[src/hw/rtl/assert_macros.svh]
// assertion macros for the rtl files, used by the steering top
// expects clk and rst_n in the scope of use
`ifndef ASSERT_MACROS_SVH
`define ASSERT_MACROS_SVH

// same-cycle implication, checked out of reset
`define LFS_ASSERT_NOW(lbl, ante, cons, msg) \
  lbl: assert property (@(posedge clk) disable iff (!rst_n) (ante) |-> (cons)) \
    else $error(msg);

// next-cycle implication, checked out of reset
`define LFS_ASSERT_NEXT(lbl, ante, cons, msg) \
  lbl: assert property (@(posedge clk) disable iff (!rst_n) (ante) |=> (cons)) \
    else $error(msg);

`endif

[src/hw/rtl/lfs_pkg.sv]
// types, register map and phase codes for the line follower steering block
// no dependencies
package lfs_pkg;

  localparam int unsigned CfgAddrW = 5;

  typedef enum logic [2:0] {
    REG_MAX_SPEED   = 3'd0,
    REG_RAMP_STEP   = 3'd1,
    REG_RAMP_INTVL  = 3'd2,
    REG_GENTLE_SPD  = 3'd3,
    REG_SHARP_SPD   = 3'd4,
    REG_PIVOT_REV   = 3'd5,
    REG_UNUSED6     = 3'd6,
    REG_UNUSED7     = 3'd7
  } reg_idx_t;

  typedef enum logic [2:0] {
    PH_REFRESH = 3'd0,
    PH_FORWARD = 3'd1,
    PH_LEFT1   = 3'd2,
    PH_LEFT2   = 3'd3,
    PH_LEFT3   = 3'd4,
    PH_RIGHT1  = 3'd5,
    PH_RIGHT2  = 3'd6,
    PH_RIGHT3  = 3'd7
  } phase_t;

  localparam logic KIND_TICK = 1'b0;
  localparam logic KIND_PASS = 1'b1;

  localparam logic [7:0] RST_MAX_SPEED = 8'd200;
  localparam logic [5:0] RST_RAMP_STEP = 6'd3;
  localparam logic [6:0] RST_RAMP_INTVL = 7'd2;
  localparam logic [7:0] RST_GENTLE_SPD = 8'd40;
  localparam logic [7:0] RST_SHARP_SPD = 8'd20;
  localparam logic [7:0] RST_PIVOT_REV = 8'd40;

  typedef struct packed {
    logic [7:0] max_speed;
    logic [5:0] ramp_step;
    logic [6:0] ramp_interval;
    logic [7:0] gentle_turn_speed;
    logic [7:0] sharp_turn_speed;
    logic [7:0] pivot_reverse_speed;
  } cfg_t;

  // one ramp update of a forward speed toward its target
  function automatic logic [7:0] ramp_one(input logic [7:0] speed, input logic [7:0] target,
                                          input logic [7:0] max_spd, input logic [5:0] step);
    logic signed [9:0] sum;
    logic signed [9:0] ceil;
    logic [7:0] res;
    sum  = $signed({2'b00, speed}) + $signed({4'b0000, step});
    ceil = $signed({2'b00, max_spd}) - 10'sd2;
    res  = speed;
    if (target > speed) begin
      if (sum >= ceil) begin
        res = max_spd;
      end else begin
        res = sum[7:0];
      end
    end else if (target < speed) begin
      if (speed <= {2'b00, step}) begin
        res = 8'd0;
      end else begin
        res = speed - {2'b00, step};
      end
    end
    return res;
  endfunction

endpackage

[src/hw/rtl/lfs_cfg_regs.sv]
// apb register file for the steering settings
// depends on lfs_pkg
module lfs_cfg_regs import lfs_pkg::*; (
  input  logic                clk,
  input  logic                rst_n,
  input  logic                cfg_psel,
  input  logic                cfg_penable,
  input  logic                cfg_pwrite,
  input  logic [CfgAddrW-1:0] cfg_paddr,
  input  logic [31:0]         cfg_pwdata,
  output logic [31:0]         cfg_prdata,
  output logic                cfg_pready,
  output cfg_t                cfg
);

  cfg_t     cfg_r;
  reg_idx_t idx;
  logic     wr_en;

  assign idx        = reg_idx_t'(cfg_paddr[CfgAddrW-1:2]);
  assign wr_en      = cfg_psel & cfg_penable & cfg_pwrite;
  assign cfg_pready = 1'b1;
  assign cfg        = cfg_r;

  always_ff @(posedge clk) begin
    if (!rst_n) begin
      cfg_r.max_speed           <= RST_MAX_SPEED;
      cfg_r.ramp_step           <= RST_RAMP_STEP;
      cfg_r.ramp_interval       <= RST_RAMP_INTVL;
      cfg_r.gentle_turn_speed   <= RST_GENTLE_SPD;
      cfg_r.sharp_turn_speed    <= RST_SHARP_SPD;
      cfg_r.pivot_reverse_speed <= RST_PIVOT_REV;
    end else if (wr_en) begin
      unique case (idx)
        REG_MAX_SPEED:  cfg_r.max_speed           <= cfg_pwdata[7:0];
        REG_RAMP_STEP:  cfg_r.ramp_step           <= cfg_pwdata[5:0];
        REG_RAMP_INTVL: cfg_r.ramp_interval       <= cfg_pwdata[6:0];
        REG_GENTLE_SPD: cfg_r.gentle_turn_speed   <= cfg_pwdata[7:0];
        REG_SHARP_SPD:  cfg_r.sharp_turn_speed    <= cfg_pwdata[7:0];
        REG_PIVOT_REV:  cfg_r.pivot_reverse_speed <= cfg_pwdata[7:0];
        default: ;
      endcase
    end
  end

  always_comb begin
    cfg_prdata = '0;
    unique case (idx)
      REG_MAX_SPEED:  cfg_prdata = {24'd0, cfg_r.max_speed};
      REG_RAMP_STEP:  cfg_prdata = {26'd0, cfg_r.ramp_step};
      REG_RAMP_INTVL: cfg_prdata = {25'd0, cfg_r.ramp_interval};
      REG_GENTLE_SPD: cfg_prdata = {24'd0, cfg_r.gentle_turn_speed};
      REG_SHARP_SPD:  cfg_prdata = {24'd0, cfg_r.sharp_turn_speed};
      REG_PIVOT_REV:  cfg_prdata = {24'd0, cfg_r.pivot_reverse_speed};
      default:        cfg_prdata = '0;
    endcase
  end

endmodule

[src/hw/rtl/line_follow_steer_ramp_top.sv]
// steering top: an item passes the input register, then the result register, and
// its result then sits on out_tdata; throughput one item per cycle, back to back,
// while the output is not stalled; a stall on out_tready holds both registers
// reset (synchronous, rst_n low) stops the run flag, clears speeds and duties,
// sets targets and settings to their defaults and empties both registers
// depends on lfs_pkg, lfs_cfg_regs and assert_macros.svh
`include "assert_macros.svh"
module line_follow_steer_ramp_top import lfs_pkg::*; (
  input  logic                clk,
  input  logic                rst_n,
  input  logic                in_tvalid,
  output logic                in_tready,
  input  logic [15:0]         in_tdata,   // [7:0] sensors, [8] button, rest zero
  input  logic [0:0]          in_tuser,   // [0] kind
  output logic                out_tvalid,
  input  logic                out_tready,
  // [7:0] left_forward_duty, [15:8] right_forward_duty, [23:16] left_reverse_duty,
  // [31:24] right_reverse_duty, [32] indicator, [33] running, rest zero
  output logic [39:0]         out_tdata,
  input  logic                cfg_psel,
  input  logic                cfg_penable,
  input  logic                cfg_pwrite,
  input  logic [CfgAddrW-1:0] cfg_paddr,
  input  logic [31:0]         cfg_pwdata,
  output logic [31:0]         cfg_prdata,
  output logic                cfg_pready
);

  cfg_t cfg;

  lfs_cfg_regs u_cfg (
    .clk        (clk),
    .rst_n      (rst_n),
    .cfg_psel   (cfg_psel),
    .cfg_penable(cfg_penable),
    .cfg_pwrite (cfg_pwrite),
    .cfg_paddr  (cfg_paddr),
    .cfg_pwdata (cfg_pwdata),
    .cfg_prdata (cfg_prdata),
    .cfg_pready (cfg_pready),
    .cfg        (cfg)
  );

  // input register
  logic       in_vld_r;
  logic       kind_r;
  logic [7:0] sensors_r;
  logic       button_r;
  logic       fire;

  assign fire      = in_vld_r & (~out_tvalid | out_tready);
  assign in_tready = ~in_vld_r | fire;

  always_ff @(posedge clk) begin
    if (!rst_n) begin
      in_vld_r <= 1'b0;
    end else if (in_tready) begin
      in_vld_r <= in_tvalid;
    end
  end

  always_ff @(posedge clk) begin
    if (in_tready && in_tvalid) begin
      kind_r    <= in_tuser[0];
      sensors_r <= in_tdata[7:0];
      button_r  <= in_tdata[8];
    end
  end

  // steering state
  logic              run_r, run_nxt;
  phase_t            phase_r, phase_nxt;
  logic signed [7:0] cnt_r, cnt_nxt;
  logic [7:0]        tgt_l_r, tgt_l_nxt, tgt_r_r, tgt_r_nxt;
  logic [7:0]        spd_l_r, spd_l_nxt, spd_r_r, spd_r_nxt;
  logic [7:0]        rev_l_r, rev_l_nxt, rev_r_r, rev_r_nxt;
  logic [7:0]        duty_r [4];
  logic [7:0]        duty_nxt [4];
  logic              led_r, led_nxt;

  always_comb begin
    run_nxt   = run_r | (kind_r == KIND_PASS && button_r);
    phase_nxt = phase_r;
    cnt_nxt   = cnt_r;
    tgt_l_nxt = tgt_l_r;
    tgt_r_nxt = tgt_r_r;
    spd_l_nxt = spd_l_r;
    spd_r_nxt = spd_r_r;
    rev_l_nxt = rev_l_r;
    rev_r_nxt = rev_r_r;
    led_nxt   = led_r;
    for (int i = 0; i < 4; i++) begin
      duty_nxt[i] = duty_r[i];
    end

    if (kind_r == KIND_TICK) begin
      if (cnt_r != -8'sd128) begin
        cnt_nxt = cnt_r - 8'sd1;
      end
    end else if (run_nxt) begin
      if (phase_r == PH_REFRESH) begin
        if (cnt_r <= 8'sd0) begin
          spd_l_nxt = ramp_one(spd_l_r, tgt_l_r, cfg.max_speed, cfg.ramp_step);
          spd_r_nxt = ramp_one(spd_r_r, tgt_r_r, cfg.max_speed, cfg.ramp_step);
          cnt_nxt   = $signed({1'b0, cfg.ramp_interval});
        end
        duty_nxt[0] = spd_l_nxt;
        duty_nxt[1] = spd_r_nxt;
        duty_nxt[2] = rev_l_r;
        duty_nxt[3] = rev_r_r;
        // the first matching sensor rule wins
        priority if (sensors_r[0])                 phase_nxt = PH_RIGHT3;
        else if (sensors_r[1])                     phase_nxt = PH_RIGHT2;
        else if (sensors_r[2])                     phase_nxt = PH_RIGHT1;
        else if (sensors_r[7])                     phase_nxt = PH_LEFT3;
        else if (sensors_r[6])                     phase_nxt = PH_LEFT2;
        else if (sensors_r[5])                     phase_nxt = PH_LEFT1;
        else if (sensors_r[4] || sensors_r[3])     phase_nxt = PH_FORWARD;
        else                                       phase_nxt = PH_REFRESH;
      end else begin
        rev_l_nxt = 8'd0;
        rev_r_nxt = 8'd0;
        led_nxt   = 1'b1;
        tgt_l_nxt = cfg.max_speed;
        tgt_r_nxt = cfg.max_speed;
        unique case (phase_r)
          PH_FORWARD: led_nxt = 1'b0;
          PH_LEFT1:   tgt_l_nxt = cfg.gentle_turn_speed;
          PH_LEFT2:   tgt_l_nxt = cfg.sharp_turn_speed;
          PH_LEFT3: begin
            tgt_l_nxt = 8'd0;
            rev_l_nxt = cfg.pivot_reverse_speed;
          end
          PH_RIGHT1:  tgt_r_nxt = cfg.gentle_turn_speed;
          PH_RIGHT2:  tgt_r_nxt = cfg.sharp_turn_speed;
          PH_RIGHT3: begin
            tgt_r_nxt = 8'd0;
            rev_r_nxt = cfg.pivot_reverse_speed;
          end
          default: begin
            tgt_l_nxt = tgt_l_r;
            tgt_r_nxt = tgt_r_r;
            rev_l_nxt = rev_l_r;
            rev_r_nxt = rev_r_r;
            led_nxt   = led_r;
          end
        endcase
        phase_nxt = PH_REFRESH;
      end
    end
  end

  always_ff @(posedge clk) begin
    if (!rst_n) begin
      run_r   <= 1'b0;
      phase_r <= PH_REFRESH;
      cnt_r   <= $signed({1'b0, RST_RAMP_INTVL});
      tgt_l_r <= RST_MAX_SPEED;
      tgt_r_r <= RST_MAX_SPEED;
      spd_l_r <= 8'd0;
      spd_r_r <= 8'd0;
      rev_l_r <= 8'd0;
      rev_r_r <= 8'd0;
      led_r   <= 1'b1;
      for (int i = 0; i < 4; i++) begin
        duty_r[i] <= 8'd0;
      end
    end else if (fire) begin
      run_r   <= run_nxt;
      phase_r <= phase_nxt;
      cnt_r   <= cnt_nxt;
      tgt_l_r <= tgt_l_nxt;
      tgt_r_r <= tgt_r_nxt;
      spd_l_r <= spd_l_nxt;
      spd_r_r <= spd_r_nxt;
      rev_l_r <= rev_l_nxt;
      rev_r_r <= rev_r_nxt;
      led_r   <= led_nxt;
      for (int i = 0; i < 4; i++) begin
        duty_r[i] <= duty_nxt[i];
      end
    end
  end

  // result register
  logic        out_vld_r;
  logic [39:0] out_data_r;

  always_ff @(posedge clk) begin
    if (!rst_n) begin
      out_vld_r <= 1'b0;
    end else if (fire) begin
      out_vld_r <= 1'b1;
    end else if (out_tready) begin
      out_vld_r <= 1'b0;
    end
  end

  always_ff @(posedge clk) begin
    if (fire) begin
      out_data_r <= {6'd0, run_nxt, led_nxt, duty_nxt[3], duty_nxt[2],
                     duty_nxt[1], duty_nxt[0]};
    end
  end

  assign out_tvalid = out_vld_r;
  assign out_tdata  = out_data_r;

  `LFS_ASSERT_NEXT(a_run_sticky, run_r, run_r, "run flag cleared without reset")
  `LFS_ASSERT_NOW(a_one_reverse, rev_l_r != 8'd0, rev_r_r == 8'd0,
    "both wheels driven in reverse")
  `LFS_ASSERT_NEXT(a_mode_returns, fire && kind_r == KIND_PASS && phase_r != PH_REFRESH,
    phase_r == PH_REFRESH, "mode pass did not return to refresh")
  `LFS_ASSERT_NOW(a_straight_targets, !led_r, tgt_l_r == tgt_r_r,
    "straight mode with unequal targets")

endmodule
[config.mk]
export PLATFORM = sky130hd
export DESIGN_NAME = line_follow_steer_ramp_top
export DESIGN_NICKNAME = d
export VERILOG_FILES = /design/src/hw/rtl/lfs_pkg.sv /design/src/hw/rtl/lfs_cfg_regs.sv /design/src/hw/rtl/line_follow_steer_ramp_top.sv
export VERILOG_INCLUDE_DIRS = /design/src /design/src/hw/rtl
export SDC_FILE = /design/constraint.sdc
export NUM_CORES = 1
export LEC_CHECK = 0
export ABC_CLOCK_PERIOD_IN_PS = 5300
export BUFFER_PORTS_ARGS = -buffer_cell sky130_fd_sc_hd__buf_2
export CORE_MARGIN = 2
export CORE_UTILIZATION = 47
export DETAILED_ROUTE_END_ITERATION = 7
export HOLD_SLACK_MARGIN = 0.1
export PLACE_DENSITY = 0.67
export SYNTH_ARGS = -nofsm -noshare
export SYNTH_HDL_FRONTEND = slang
export SYNTH_SLANG_ARGS = --single-unit
[constraint.sdc]
create_clock -name clk -period 5.3 [get_ports clk]
set_input_delay 0.265 -clock clk [delete_from_list [all_inputs] [get_ports clk]]
set_output_delay 0.265 -clock clk [all_outputs]
set_load 0.05 [all_outputs]
== Word-level counts from Yosys, hierarchy flattened ==
Memories as Yosys holds them, arrays and structs flattened.
Index checks and enable logic that the tools add are counted.
Word-level totals
  flip-flop bits (word level): 152
  bits in writable memories: 32
  output and inout port bits: 75
  word-level logic and storage cells: 141
  memories: 1
Memory list
  duty_r: words 4, width 8, rd ports 4, clocked after Yosys merged registers in 0, wr ports 4, RTL line line_follow_steer_ramp_top.sv:77  | logic [7:0] duty_r [4];
Operators by class
  $add $sub $neg: 6
  order comparisons: 9
  equality and inequality tests: 16
  multiplexer cells: 45
  bitwise logic cells: 13
  reductions and logical operators: 29
Operator list (number)
  $mux 8: 19
  $mux 32: 3
  $pmux 8 s4: 2
  $pmux 8 s6: 1
  $pmux 8 s2: 2
  $reduce_and 5->1: 5
  $ge 10x9->1: 2
  $add 8x6->9: 2
  $eq 3x3->1 const B: 6
  $reduce_or 6->1: 3
  $gt 8x8->1: 2
  $le 8x6->1: 2
  $lt 8x8->1: 2
  $sub 8x6->8: 2
  $mux 3: 5
  $eq 3x2->1 const B: 4
  $reduce_and 2->1: 6
  $mux 1: 10
  $sub 8x2->9 const B: 1
  $le 8x1->1 const B: 1
  $ne 8x8->1 const B: 1
  $reduce_bool 2->1: 4
  $reduce_bool 4->1: 2
  $reduce_or 4->1: 2
  13 further kinds: 29

== Logic depth before layout (Yosys ltp) ==
  depth in word-level cells: 9
  mapped depth: 18

== Modules after synthesis ==
A second synthesis with hierarchy kept.
Second synthesis, totals
  cell total of the unflattened synthesis: 1216
  area, all modules: 10991.8 um2
Modules (own cells, without submodules)
  line_follow_steer_ramp_top: times used 1, cells each 966, area an instance 8665.8 um2, sequential area each 3543.4 um2
  lfs_cfg_regs: times used 1, cells each 250, area an instance 2326.0 um2, sequential area each 900.9 um2

== Worst setup path after synthesis ==
OpenSTA, ideal clock, no wires.
  path kind: register to register
  start: register u_cfg.cfg_r (netlist bit u_cfg.cfg[32])
  end: memory duty_r[0][1], data pin
  library setup time: 0.275 ns
  arrival time: 3.493 ns
  setup slack: 1.532 ns
  cell stages (with the launch flop): 18
  buffers on the path: 1
  clock period less this slack: 3.768 ns
  path through: dfxtp_1 -> inv_1 -> ha_1 -> nor2b_1 -> o21ai_0 -> a31oi_1 -> o21a_1 -> xnor2_1 -> inv_1 -> ha_1 -> nand3_1 -> nor2_1 -> a211oi_1 -> o211a_1 -> buf_6 -> mux2_4 -> a222oi_1 -> a211oi_1
RTL lines
  start: declaration: RTL line lfs_cfg_regs.sv:16  | cfg_t cfg_r;
  end: declaration: RTL line line_follow_steer_ramp_top.sv:77

==> qor.log <==
qor: critical_path.timing.critical_path.slowest_stage_cell sky130_fd_sc_hd__dfxtp_1
qor: route.met2WireLength 13.7 mm
qor: finish.finalNetCount 1367
qor: sta.clock_skew 0.0138 ns
qor: yosys.synth-seq-area-share 39.9%
qor: finish.areaGrowthSynthToFinish 8.92%
qor: yosys.post_syn_area_per_cell 9.21 sq um
qor: yosys.mappedNetlistArea 0.0111 sq mm
qor: critical_path.worst_setup_path_start_kind register
qor: critical_path.critPathLaunch u_cfg.cfg[32]$_SDFFE_PN1P_
qor: clock_network.post-cts-setup-buffer-count 0
qor: sta.setup_viol 0
qor: status.status completed
qor: yosys.synth_cell_type_count 91
qor: place.detailedPlacementHpwl 21.1 mm
qor: sta.max_clock_freq 214 MHz
qor: yosys.ys_seq_elements 184
qor: route.route.detailed.drc 0
qor: critical_path.critical_path.endpoint_type register
qor: die.io_pins 136
qor: finish.final_common_cell sky130_fd_sc_hd__nand2_1
qor: power.power_leakage 4.69 nW
qor: clock_network.hold_buffers 11
qor: place.post-place-ws 0.728 ns
qor: critical_path.crit_family compound AO/OA/AOI/OAI gates
qor: finish.layout-drive-gt1-share 11.9%
qor: global_route.track_usage 23.7%
qor: sta.fin_setup_tns 0 ns
qor: critical_path.worst-path-max-fanout 9
qor: sta.actual_transition_at_the_worst_max_transition_pin 1.16 ns
qor: critical_path.regToRegStartpoint u_cfg.cfg[32]$_SDFFE_PN1P_
qor: clock_network.cts_buffer_depth 2
qor: finish.finalCoreUtilization 51.9%
qor: route.detail_route.first_pass.iterations 8
qor: power.power.sequential.fraction 48.4%
qor: yosys.synth_largest_area_cell sky130_fd_sc_hd__edfxtp_1
qor: route.wire_per_inst 18.5 um
qor: clock_network.cts-resized-gates 0
qor: sta.max_slew_margin 22.6%
qor: die.row_count 56
qor: power.switching_power 0.913 mW
qor: die.floorplan.initialDensity 47.7%
qor: clock_network.htree_levels 4
qor: sta.final.period_utilization 88.2%
qor: power.netSwitchingFraction 28.4%
qor: critical_path.critical_path_cell_list inv_1, ha_1, nor2b_1, o21ai_0, a31oi_1, o21a_1, xnor2_1, inv_1, ha_1, nand3_1, nor2_1, a211oi_1, o211a_1, mux2_4, a222oi_1, a211oi_1
qor: yosys.synth-warning-count 0
qor: clock_network.worst_skew_pair.late_latency 0.44 ns
qor: power.power-per-cell-area 265 mW/mm^2
qor: clock_network.cts_tree done
qor: global_route.grt_max_degree 64
qor: yosys.synth.area.top_cells sky130_fd_sc_hd__edfxtp_1, sky130_fd_sc_hd__dfxtp_1, sky130_fd_sc_hd__ha_1
qor: die.die_span_x 158 um
qor: die.chipHeight 158 um
qor: yosys.synthesis.instances 1208
qor: sta.worst_slack 0.625 ns
qor: clock_network.cts-buffers-inserted 17
qor: yosys.netlist.area_leader.share 20.5%
qor: hold_path.timing.hold.worst.class in -> reg
qor: yosys.synthArstFlopShare 0%
qor: place.globalplace.congestion 0.942
qor: hold_path.timing.hold.worst.start cfg_pwdata[2]
qor: die.design.core.area 0.0233 sq mm
qor: route.detail_route.wirelength.met1 12.9 mm
qor: route.drt_wl_total 29.1 mm
qor: power.comb_power_share 12.2%
qor: place.placement.io_buffers 71
qor: yosys.synth_enable_flop_cells 76
qor: route.highest_layer_used_for_signal_routing met4
qor: route.vias_per_cell 5.75
qor: die.floorplan.die_area 0.0249 sq mm
qor: critical_path.required_time_worst_endpoint 5.45 ns
qor: route.routed-via-count 9055
qor: clock_network.clock-sinks 184
qor: finish.num_antenna_cells 0
qor: global_route.grt_overflow_total 0
qor: global_route.grt_pass1_wl 46.1 mm
qor: critical_path.timing.setup.critical_path_class reg -> reg
qor: finish.mostFrequentLayoutCells sky130_fd_sc_hd__nand2_1, sky130_fd_sc_hd__dfxtp_1, sky130_fd_sc_hd__edfxtp_1
qor: finish.area.sequential 0.00444 sq mm
qor: finish.multi_input_gate_area_in_the_final_layout 0.00597 sq mm
qor: global_route.grt_pass1_vias 8446
qor: global_route.antenna_found_initial 0
qor: sta.rsz0062_at_grt false
qor: critical_path.worst-path-buf-inv 2
qor: job.max_cap_viol 0
qor: sta.final_period_minus_worst_setup_slack 4.67 ns
qor: sta.finalMaxSlewViolations 0
qor: route.route.antenna.remaining_nets 0
qor: clock_network.path_clk_slew 0.08 ns
qor: yosys.synth_flop_cell sky130_fd_sc_hd__dfxtp_1
qor: critical_path.critical_path_arrival 4.83 ns
qor: power.worst_ir_drop_vdd 0.207 mV
qor: power.pwr-share-clk 39.5%
qor: finish.fillers 2230
qor: power.power.internal 2.30 mW
qor: route.met3RoutedLength 1.67 mm
qor: critical_path.critical_path.max_stage_delay 0.54 ns
qor: sta.timing_hold_violations_final 0
qor: clock_network.clk_root_buffer_cell sky130_fd_sc_hd__clkbuf_16
qor: route.drtIter0Drc 683
through the flow:
| stage | total power [mW] | area, sq um | instances | hold WS [ns] |
|---|---|---|---|---|
| 2_1_floorplan | 1.90 | 11200 | 1237 | 0.364 |
| 3_3_place_gp | 1.96 | 11400 | 1532 | 0.442 |
| 3_5_place_dp | 1.97 | 11400 | 1532 | 0.443 |
| 4_1_cts | 3.22 | 12100 | 1575 | 0.133 |
| 5_1_grt | 3.31 | 12100 | 1575 | 0.144 |
| 6_report | 3.21 | 12100 | 1575 | 0.142 |
registers in the layout, summed over array words and instances, names as in the netlist, 3 cells and up:
register	cells
rev_r_r	8
cnt_r	8
tgt_l_r	8
rev_l_r	8
tgt_r_r	8
u_cfg.cfg	45
sensors_r	8
out_tdata	34
spd_l_r	8
duty_r	32
spd_r_r	8
phase_r	3
power by group through the flow:
| stage | clock network (mW) | registers, mW | logic [mW] |
|---|---|---|---|
| final | 1.27 | 1.55 | 0.390 |
| after global routing | 1.33 | 1.56 | 0.422 |
| after CTS | 1.28 | 1.55 | 0.388 |
| after detailed placement | 0 | 1.58 | 0.381 |
| after global placement | 0 | 1.58 | 0.377 |
| after floorplan | 0 | 1.62 | 0.270 |
tightest hold or removal path, cell delays in order:
cell and delay [ns]:
sky130_fd_sc_hd__buf_2 0.14, sky130_fd_sc_hd__nand2_1 0.06, sky130_fd_sc_hd__a21boi_0 0.06
kinds of logic after synthesis:
family / synth area share [%]
xor gates and xnor gates: 1.50
buffers and inverters: 7.42
adders and majority gates: 7.35
and+or+nand+nor: 17.0
muxes: 5.02
AOI/OAI and AO/OA: 21.7
other: 0.0675
DFF: 39.9
path summary, 6_finish.rpt:
path	endpoint	slack (ns)	cells after the start
worst max-delay path	duty_r[0][2]$_SDFFCE_PN0P_	0.63	16
worst min-delay path	u_cfg.cfg[18]$_SDFFE_PN0P_	0.14	3
worst max register to register	duty_r[0][2]$_SDFFCE_PN0P_	0.63	16
worst min register to register	rev_l_r[0]$_SDFFE_PN0P_	0.47	2
synth_stat cells (6+ instances only):
| cell type | number |
|---|---|
| sky130_fd_sc_hd__clkbuf_1 | 39 |
| sky130_fd_sc_hd__o21a_1 | 11 |
| sky130_fd_sc_hd__nand4_1 | 7 |
| sky130_fd_sc_hd__and3_1 | 8 |
| sky130_fd_sc_hd__nand2_1 | 157 |
| sky130_fd_sc_hd__buf_1 | 7 |
| sky130_fd_sc_hd__a21o_1 | 10 |
| sky130_fd_sc_hd__o211ai_1 | 13 |
| sky130_fd_sc_hd__nand3_1 | 40 |
| sky130_fd_sc_hd__a31oi_1 | 15 |
| sky130_fd_sc_hd__nor2_1 | 74 |
| sky130_fd_sc_hd__nor3b_1 | 8 |
| sky130_fd_sc_hd__mux2i_1 | 40 |
| sky130_fd_sc_hd__edfxtp_1 | 76 |
| sky130_fd_sc_hd__dfxtp_1 | 108 |
| sky130_fd_sc_hd__nor2b_1 | 40 |
| sky130_fd_sc_hd__xnor2_1 | 14 |
| sky130_fd_sc_hd__a221oi_1 | 8 |
| sky130_fd_sc_hd__o22ai_1 | 7 |
| sky130_fd_sc_hd__o31a_1 | 6 |
| sky130_fd_sc_hd__nand2b_1 | 8 |
| sky130_fd_sc_hd__buf_4 | 35 |
| sky130_fd_sc_hd__o211a_1 | 7 |
| sky130_fd_sc_hd__a22oi_1 | 16 |
| sky130_fd_sc_hd__a22o_1 | 8 |
| sky130_fd_sc_hd__a21boi_0 | 35 |
| sky130_fd_sc_hd__ha_1 | 59 |
| sky130_fd_sc_hd__and2_1 | 6 |
| sky130_fd_sc_hd__o21ai_0 | 65 |
| sky130_fd_sc_hd__buf_2 | 13 |
| sky130_fd_sc_hd__clkbuf_8 | 7 |
| sky130_fd_sc_hd__nor3_1 | 14 |
| sky130_fd_sc_hd__a21oi_1 | 65 |
| sky130_fd_sc_hd__o21bai_1 | 6 |
| sky130_fd_sc_hd__inv_1 | 44 |
| sky130_fd_sc_hd__a211oi_1 | 19 |
area by class of cell:
type | instances | share of cell area, %
clock buffer | 18 | 3.54
clock inverter | 14 | 1.27
inverter | 46 | 1.42
multi-input combinational | 901 | 49.3
sequential | 184 | 36.7
tap | 319 | 3.29
timing repair buffer | 93 | 4.52
per-layer routing:
metal | vias up | global-route usage, %
li1 | 4395 | -
met1 | 4323 | 32.1
met2 | 293 | 38.5
met3 | 44 | 3.81
met4 | 0 | 8.35
met5 | - | 0
(Power assumes the default switching activity.)
